File: config.mk
export PLATFORM = sky130hd
export DESIGN_NAME = lzwvw_front
export DESIGN_NICKNAME = d
export VERILOG_FILES = /design/src/rtl/core/lzwvw_pkg.sv /design/src/rtl/core/lzwvw_front.sv
export SDC_FILE = /design/constraint.sdc
export NUM_CORES = 1
export LEC_CHECK = 0
export ABC_CLOCK_PERIOD_IN_PS = 4400
export BUFFER_PORTS_ARGS = -buffer_cell sky130_fd_sc_hd__buf_4
export CORE_ASPECT_RATIO = 0.9
export CORE_MARGIN = 2
export CORE_UTILIZATION = 53
export CTS_CLUSTER_SIZE = 25
export DETAILED_ROUTE_END_ITERATION = 10
export GPL_ROUTABILITY_DRIVEN = 0
export MAX_ROUTING_LAYER = met4
export PLACE_DENSITY = 0.8
export SYNTH_ARGS = -nofsm -noshare
export SYNTH_HDL_FRONTEND = slang
export SYNTH_SLANG_ARGS = --single-unit
File: constraint.sdc
create_clock -name clk -period 4.4 [get_ports clk]
set_input_delay 0.88 -clock clk [delete_from_list [all_inputs] [get_ports clk]]
set_output_delay 0.88 -clock clk [all_outputs]
set_load 0.005 [all_outputs]
File: src/rtl/core/lzwvw_pkg.sv
// ----------------------------------------------------------------------------
// LZW variable-width decoder package
// Shared item types, operation and status codes, and code constants.
// ----------------------------------------------------------------------------
package lzwvw_pkg;

    // Operation codes of an input item
    localparam logic [1:0] OP_START = 2'd0;
    localparam logic [1:0] OP_FEED  = 2'd1;
    localparam logic [1:0] OP_PULL  = 2'd2;
    localparam logic [1:0] OP_NONE  = 2'd3;

    // Finish status codes
    localparam logic [1:0] FS_RUNNING = 2'd0;
    localparam logic [1:0] FS_FULL    = 2'd1;
    localparam logic [1:0] FS_SHORT   = 2'd2;
    localparam logic [1:0] FS_ERROR   = 2'd3;

    // Decode phases
    localparam logic [1:0] PH_FIRST   = 2'd0;
    localparam logic [1:0] PH_NORMAL  = 2'd1;
    localparam logic [1:0] PH_LITERAL = 2'd2;

    // Code values and limits
    localparam logic [10:0] CLEAR_CODE       = 11'h100;
    localparam logic [10:0] END_CODE         = 11'h101;
    localparam logic [10:0] LAST_LITERAL     = 11'd255;
    localparam logic [11:0] FIRST_FREE       = 12'd257;
    localparam logic [11:0] FREE_AFTER_CLEAR = 12'd258;
    localparam logic [11:0] NEXT_MAX         = 12'd4095;
    localparam logic [3:0]  START_WIDTH      = 4'd9;
    localparam logic [3:0]  WIDTH_STOP       = 4'd12;

    typedef struct packed {
        logic [1:0] operation;
        logic [7:0] data_byte;
    } in_t;

    typedef struct packed {
        logic [7:0] out_byte;
        logic       byte_valid;
        logic       last_byte;
        logic       accepted;
        logic [1:0] status;
    } out_t;

    // Classified command passed from the front to the back
    typedef struct packed {
        logic [1:0] kind;
        logic [7:0] data;
    } cmd_t;

endpackage

File: src/rtl/core/lzwvw_front.sv
// ----------------------------------------------------------------------------
// LZW decoder front end
// Accepts input items, classifies the operation and queues up to two commands.
// ----------------------------------------------------------------------------
module lzwvw_front (
    input  logic            clk,
    input  logic            rst_n,
    input  logic            push,
    output logic            full,
    input  lzwvw_pkg::in_t  in_item,
    output logic            cmd_valid,
    output lzwvw_pkg::cmd_t cmd,
    input  logic            cmd_take
);

    lzwvw_pkg::cmd_t slot_reg [2];
    logic            wptr_reg, wptr_next;
    logic            rptr_reg, rptr_next;
    logic [1:0]      cnt_reg, cnt_next;
    logic            wr, rd;
    lzwvw_pkg::cmd_t classified;

    always_comb
    begin
        classified.data = in_item.data_byte;
        case (in_item.operation)
            lzwvw_pkg::OP_START: classified.kind = lzwvw_pkg::OP_START;
            lzwvw_pkg::OP_FEED:  classified.kind = lzwvw_pkg::OP_FEED;
            lzwvw_pkg::OP_PULL:  classified.kind = lzwvw_pkg::OP_PULL;
            default:             classified.kind = lzwvw_pkg::OP_NONE;
        endcase
    end

    assign full      = (cnt_reg == 2'd2);
    assign cmd_valid = (cnt_reg != 2'd0);
    assign cmd       = slot_reg[rptr_reg];
    assign wr        = push && !full;
    assign rd        = cmd_take && cmd_valid;

    always_comb
    begin
        wptr_next = wr ? !wptr_reg : wptr_reg;
        rptr_next = rd ? !rptr_reg : rptr_reg;
        cnt_next  = cnt_reg + {1'b0, wr} - {1'b0, rd};
    end

    always_ff @(posedge clk or negedge rst_n)
    begin
        if (!rst_n)
        begin
            wptr_reg <= 1'b0;
            rptr_reg <= 1'b0;
            cnt_reg  <= 2'd0;
        end
        else
        begin
            wptr_reg <= wptr_next;
            rptr_reg <= rptr_next;
            cnt_reg  <= cnt_next;
        end
    end

    always_ff @(posedge clk)
    begin
        if (wr)
        begin
            slot_reg[wptr_reg] <= classified;
        end
    end

endmodule

# After elaboration in Yosys (flattened, before gate mapping)

Memory sizes are Yosys's and may differ from the RTL's.
Cells that the tools add are included.

Register bits after elaboration: 4
Memory bits (writable): 20
Input bits: 14
Output and inout port bits: 12
Logic and storage cells: 19
Memories: 1

Add/sub/neg operators: 2
Equality and inequality tests: 3
Mux-type cells: 3
Reduce and logical (&&, ||, !) cells: 7

Memories:

| memory   | words | bits a word | read ports | clocked after memory_dff | wr ports | RTL line          | RTL |
|---|---|---|---|---|---|---|---|
| slot_reg | 2     | 10          | 1          | 0                        | 1        | lzwvw_front.sv:16 | `lzwvw_pkg::cmd_t slot_reg [2];` |

Operators by type and width:

| cell                                                 | number |
|---|---|
| one-hot mux 2 bit (3 select lines)                   | 1 |
| equality test 2 bit (second input constant)          | 2 |
| logical NOT 1 bit                                    | 3 |
| adder 2 x 1 -> 2 bit                                 | 1 |
| equality test 2 x 1 -> 1 bit (second input constant) | 1 |
| logical AND 1 bit                                    | 2 |
| logical NOT 2 bit                                    | 1 |
| 2-to-1 mux 1 bit                                     | 2 |
| nonzero test 2 bit                                   | 1 |
| subtractor 2 x 1 -> 2 bit                            | 1 |

# Depth between registers and ports, before layout

Gate-level depths: netlist of run 1.

Depth in word-level cells: 5
Depth in mapped cells: 7

# Worst setup path after synthesis of run 1

OpenSTA, ideal clock, no wires.

Path type: input to register
Start point: input cmd_take
End point: register cnt_reg[1]
Arrival: 1.709 ns
Required time: 4.277 ns
Slack: 2.569 ns
Cell stages on the path: 6
Cells stage by stage: and2_4 -> ha_1 -> inv_1 -> ha_1 -> xnor2_1 -> xnor2_1

Longest elaborated chain between the ends: 2

RTL lines:

| what                      | RTL line          | RTL |
|---|---|---|
| start: declaration        | lzwvw_front.sv:13 | `input logic cmd_take` |
| logical AND 1 bit         | lzwvw_front.sv:38 | `assign rd = cmd_take && cmd_valid;` |
| subtractor 2 x 1 -> 2 bit | lzwvw_front.sv:44 | `cnt_next = cnt_reg + {1'b0, wr} - {1'b0, rd};` |
| via cnt_next[1]           | lzwvw_front.sv:19 | `logic [1:0] cnt_reg, cnt_next;` |
| end signal: assignment    | lzwvw_front.sv:59 | `cnt_reg <= cnt_next;` |
| end: declaration          | lzwvw_front.sv:19 |  |

The timed path passes the listed nets, and every way through them passes these cells.
A chain may end at the register's enable or synchronous reset.

==> impl_metrics.ini, run 1 <==
[route]
drc = 0
routed_wl_mm = 1.287
vias = 492
first_pass_iters = 4
via_per_inst = 4.871
antenna_left = 0
wl_per_cell_um = 12.74
drtIter0Drc = 7

[clock_tree]
clk_pin_slew_worst_paths_ps = 110
cts_max_level = 1
cts_tree = yes
post_cts_resized = 0
clock_sinks = 24
clk_latency_ps = 290
cts_inserted_buffers = 3
cts-root-buf = clkbuf_4
ctsHoldBuffers = 0
cts_setup_buffers = 0
clk_path_buf_depth = 2

[timing]
hold_viol = 0
min_period_ps = 2331
slew_headroom_pct = 44.55
fin_skew_ps = 6.155
hold_ws_ps = 363.3
setup_tns_ps = 0
slew_viol_final = 0
rsz0062_at_grt = false
fmax_mhz = 428.9
setup_viol = 0
worst_pin_slew_ps = 828.7
period_share_pct = 52.99

[cells_and_area]
finalNetCount = 94
final_cell_count_no_fill = 101
largest_reg_flops = 20
area_delta_synth_final_pct = 24.87
layout-drive-gt1-share_pct = 51.95
fin_area_um2 = 1162
layout_commonest_cell = buf_4
layout_common_cells = 25 x buf_4, 20 x edfxtp_1, 10 x mux2_2
fin_util_pct = 69.85
fill_cells = 105
diodes = 0

[setup_path]
cp.required_ps = 3520
cp.arrival_ps = 1450
startpoint = rptr_reg$_DFFE_PN0P_
endpoint = cmd[3]
crit_fanout = 11
reg2reg_slack_ps = 2700
end_kind = output pin
r2r_end = cnt_reg[1]$_DFF_PN0_
r2r-start = cnt_reg[1]$_DFF_PN0_
startpoint_type = register
reg2reg_depth = 7
crit_type = register to output pin

[global_routing]
grt_overflow = 0
grt_usage_pct = 13.91
grt_pass1_wl_mm = 1.904
grt_max_degree = 14
grt_pass1_vias = 468
antenna_found_initial = 0

[floorplan]
start_util_pct = 55.94
ios = 26
rows = 14
core_area_um2 = 1664
dieArea_um2 = 2108
die_h_um = 43.76
die_x_um = 48.18

[outcome]
status = finished, final reports clean

[synth]
synthCells = 51
seq_area_frac_synth_pct = 75.27
yosys_warnings = 0
ys_seq_elements = 24
synthesis.nets = 67
yosysUniqueCellTypes = 15
syn-cell-area_um2 = 930.9
syn_avg_cell_area_um2 = 18.25

[min_path]
hp-class = input port to async pin

[pwr]
p_leak_nw = 0.4670
peakVddDrop_uv = 366.5
powerDensity_nw_per_um2 = 587.7

[placement]
place_area_um2 = 1136
dp_cells = 97
dp_hpwl_um = 937.1
place.port_buffers = 25

[run]
max_cap_violations = 0
power by group:
group          internal (mW)  switching, mW  total (mW)
sequential             0.317         0.0392       0.356
clock                 0.0352         0.0540      0.0891
combinational          0.149         0.0893       0.238
total                  0.501          0.182       0.683
synthesized netlist by cell type, drive strengths merged:
cell | n | area share [%]
xnor2 | 3 | 2.8
xor2 | 1 | 0.94
and2 | 1 | 0.94
nor2 | 1 | 0.40
or2 | 1 | 0.94
buf | 1 | 0.54
dfrtp | 4 | 11
and3 | 1 | 0.67
nand2 | 1 | 0.40
nand2b | 1 | 0.67
mux2 | 10 | 12
inv | 2 | 0.81
ha | 2 | 2.7
clkbuf | 2 | 0.81
edfxtp | 20 | 65
worst min-delay path by stage:
stage | start | to | slack [ps] | cells past startpoint
floorplan | wptr_reg$_DFFE_PN0P_ | wptr_reg$_DFFE_PN0P_ | 460 | 1
global placement | wptr_reg$_DFFE_PN0P_ | wptr_reg$_DFFE_PN0P_ | 480 | 1
detailed placement | cnt_reg[1]$_DFF_PN0_ | cnt_reg[1]$_DFF_PN0_ | 500 | 1
CTS | rst_n | cnt_reg[0]$_DFF_PN0_ | 350 | 1
global route | rst_n | cnt_reg[0]$_DFF_PN0_ | 340 | 1
finish | rst_n | cnt_reg[1]$_DFF_PN0_ | 360 | 1
cell families after synthesis:
group,count (synthesis),share of synthesized area (%)
XOR/XNOR,4,3.764
adder cells (fa/ha/maj),2,2.688
buffers and inverters,5,2.151
flip-flops,24,75.27
multiplexers,10,12.10
AND/OR/NAND/NOR,6,4.033
metal layers:
layer	wire [um]	GRT usage (%)	up-vias	share of wire, %
met3	59	2.917	2	4.6
met5	0	-	-	0
met2	693	23.16	11	54
met4	9	6.486	0	0.70
li1	-	-	236	-
met1	525	15.36	243	41
critical path, cell delays in order, from the launching register on:
cell and delay (ps):
dfrtp_1 630, mux2_2 400, buf_4 140
per-stage QoR:
| stage | power [mW] | setup slack, ps |
|---|---|---|
| 3_5_place_dp | 0.6026 | 2301 |
| 5_1_grt | 0.7302 | 1975 |
| 2_1_floorplan | 0.4953 | 2569 |
| 6_report | 0.6831 | 2069 |
| 3_3_place_gp | 0.5974 | 2359 |
| 4_1_cts | 0.6923 | 2048 |
layout make-up:
type	instances	area [um2]	share of cell area, %
sequential	24	700.7	60.28
timing repair buffer	25	187.7	16.15
inverter	2	7.507	0.6459
tap	24	30.03	2.583
clock buffer	4	26.28	2.261
multi-input combinational	22	210.2	18.08
(Power assumes the default switching activity.)
==> run 2, diff against run 1 <==
Settings changed: ABC_CLOCK_PERIOD_IN_PS 4400 to 2000, CORE_UTILIZATION 53 to 44, PLACE_DENSITY 0.8 to 0.71.
Clock period 4.4 ns to 2 ns, I/O delays scaled along.
==> impl_metrics.ini, run 2 (synthesis gave the netlist of run 1 again) <==
[outcome]
status = finished, final reports clean

[clock_tree]
cts_inserted_buffers = 3
cts_max_level = 1
clock_sinks = 24
cts_tree = yes
clk_pin_slew_worst_paths_ps = 120
post_cts_resized = 0
clk_latency_ps = 300
clk_path_buf_depth = 2
cts-root-buf = clkbuf_4

[setup_path]
reg2reg_depth = 7
slowest_delay_ps = 660
crit_family = flip-flops
end_kind = output pin
crit_slowest_cell = dfrtp_1
r2r_end = cnt_reg[1]$_DFF_PN0_
crit_fanout = 11
crit_buf_inv = 1
path_cells = mux2_2 -> buf_4
cp.arrival_ps = 1500
crit_type = register to output pin
r2r-start = cnt_reg[1]$_DFF_PN0_
startpoint_type = register
reg2reg_slack_ps = 330
cp.required_ps = 1600

[placement]
dp_cells = 100
dp_hpwl_um = 993.5
place.port_buffers = 25

[pwr]
peakVddDrop_uv = 853.6
p_leak_nw = 0.4820
powerDensity_nw_per_um2 = 1287

[global_routing]
grt_max_degree = 14
antenna_found_initial = 0
grt_pass1_wl_mm = 2.063
grt_overflow = 0
grt_usage_pct = 12.85
grt_pass1_vias = 497

[route]
drtIter0Drc = 6
first_pass_iters = 4
routed_wl_mm = 1.320
dr_wl_met3_um = 82
vias = 499
via_per_inst = 4.752
drc = 0
wl_per_cell_um = 12.57
top_layer = met4
route.met2.wl_um = 646
antenna_left = 0
met1Wirelength_um = 560

[timing]
period_share_pct = 94.92
rsz0062_at_grt = false
slew_viol_final = 0
fmax_mhz = 526.8
min_period_ps = 1898
worst_pin_slew_ps = 482.4
setup_viol = 0
slew_headroom_pct = 67.84
hold_viol = 0
fin_skew_ps = 2.306
setup_tns_ps = 0

[cells_and_area]
layout-drive-gt1-share_pct = 52.50
area_delta_synth_final_pct = 27.69
layout_commonest_cell = buf_4
finalNetCount = 97
fill_cells = 167
final_cell_count_no_fill = 105
multi_input_area_um2 = 210.2
largest_reg_flops = 20
layout_common_cells = 27 x buf_4, 20 x edfxtp_1, 10 x mux2_2
regArea_um2 = 700.7
diodes = 0

[floorplan]
start_util_pct = 47.69
rows = 15
die_h_um = 47.64
dieArea_um2 = 2500
die_x_um = 52.49
core_area_um2 = 1952
ios = 26

[min_path]
hold_depth = 1
hp-class = input port to register
worstHoldStart = in_item[0]
min_to = slot_reg[1][0]$_DFFE_PP_

[run]
max_cap_violations = 0
## run 2: changes by cell type in the layout (fill, tap and decap cells not counted), sizes merged
| cell | delta |
|---|---|
| clkinv | +1 |
| buf | +2 |
| dlygate4sd3 | +1 |
| clkbuf | -1 |
## run 2: through the flow
stage	cell area (um2)	setup slack [ps]	util (%)	total power [mW]	hold slack [ps]
floorplan	930.9	378.5	-	1.090	104.4
CTS	1189	85.28	60.90	1.556	264.0
global route	1189	15.15	60.90	1.633	255.2
finish	1189	101.7	60.90	1.529	273.0
global placement	1152	360.4	59.04	1.342	200.7
detailed placement	1152	330.5	59.04	1.353	200.3
## run 2: layout make-up
class                           instances  share of cell area [%]
Clock buffer                            3                   1.895
Tap cell                               25                   2.632
Sequential cell                        24                   58.95
Timing Repair Buffer                   28                   17.89
Clock inverter                          1                  0.3158
Multi-Input combinational cell         22                   17.68
Inverter                                2                  0.6316
## run 2: metal layers
| metal | up-vias | global-route usage, % |
|---|---|---|
| met2 | 18 | 20.25 |
| li1 | 243 | - |
| met1 | 234 | 14.61 |
| met4 | 0 | 9.231 |
| met5 | - | - |
| met3 | 4 | 3.125 |
## run 2: worst max-delay path by stage
stage,slack [ps],cells after the start,startpoint,endpoint
2_1_floorplan,380,7,cnt_reg[1]$_DFF_PN0_,cnt_reg[1]$_DFF_PN0_
3_3_place_gp,360,7,cnt_reg[1]$_DFF_PN0_,cnt_reg[1]$_DFF_PN0_
3_5_place_dp,330,7,cnt_reg[1]$_DFF_PN0_,cnt_reg[1]$_DFF_PN0_
4_1_cts,90,2,rptr_reg$_DFFE_PN0P_,cmd[4]
5_1_grt,20,2,rptr_reg$_DFFE_PN0P_,cmd[2]
6_report,100,2,rptr_reg$_DFFE_PN0P_,cmd[5]
## run 2: worst register-to-register path, delay by kind of cell (launching register included)
family	cells	cell delay, ps
fa+ha+maj	2	440
simple gates	2	420
flops	1	420
xor+xnor	2	290
buf+inv	1	40
## run 2: what timing repair did
item	CTS	global route
hold buffers	1	0
endpoints found under the hold margin	4	0
endpoints found under the setup margin	0	0
buffers inserted	0	0
## run 2: power by group
part           leakage [nW]  switching (mW)  internal (mW)
Combinational         0.234           0.198          0.346
Clock                0.0154           0.130         0.0728
Sequential            0.232          0.0872          0.696
Total                 0.482           0.415           1.11
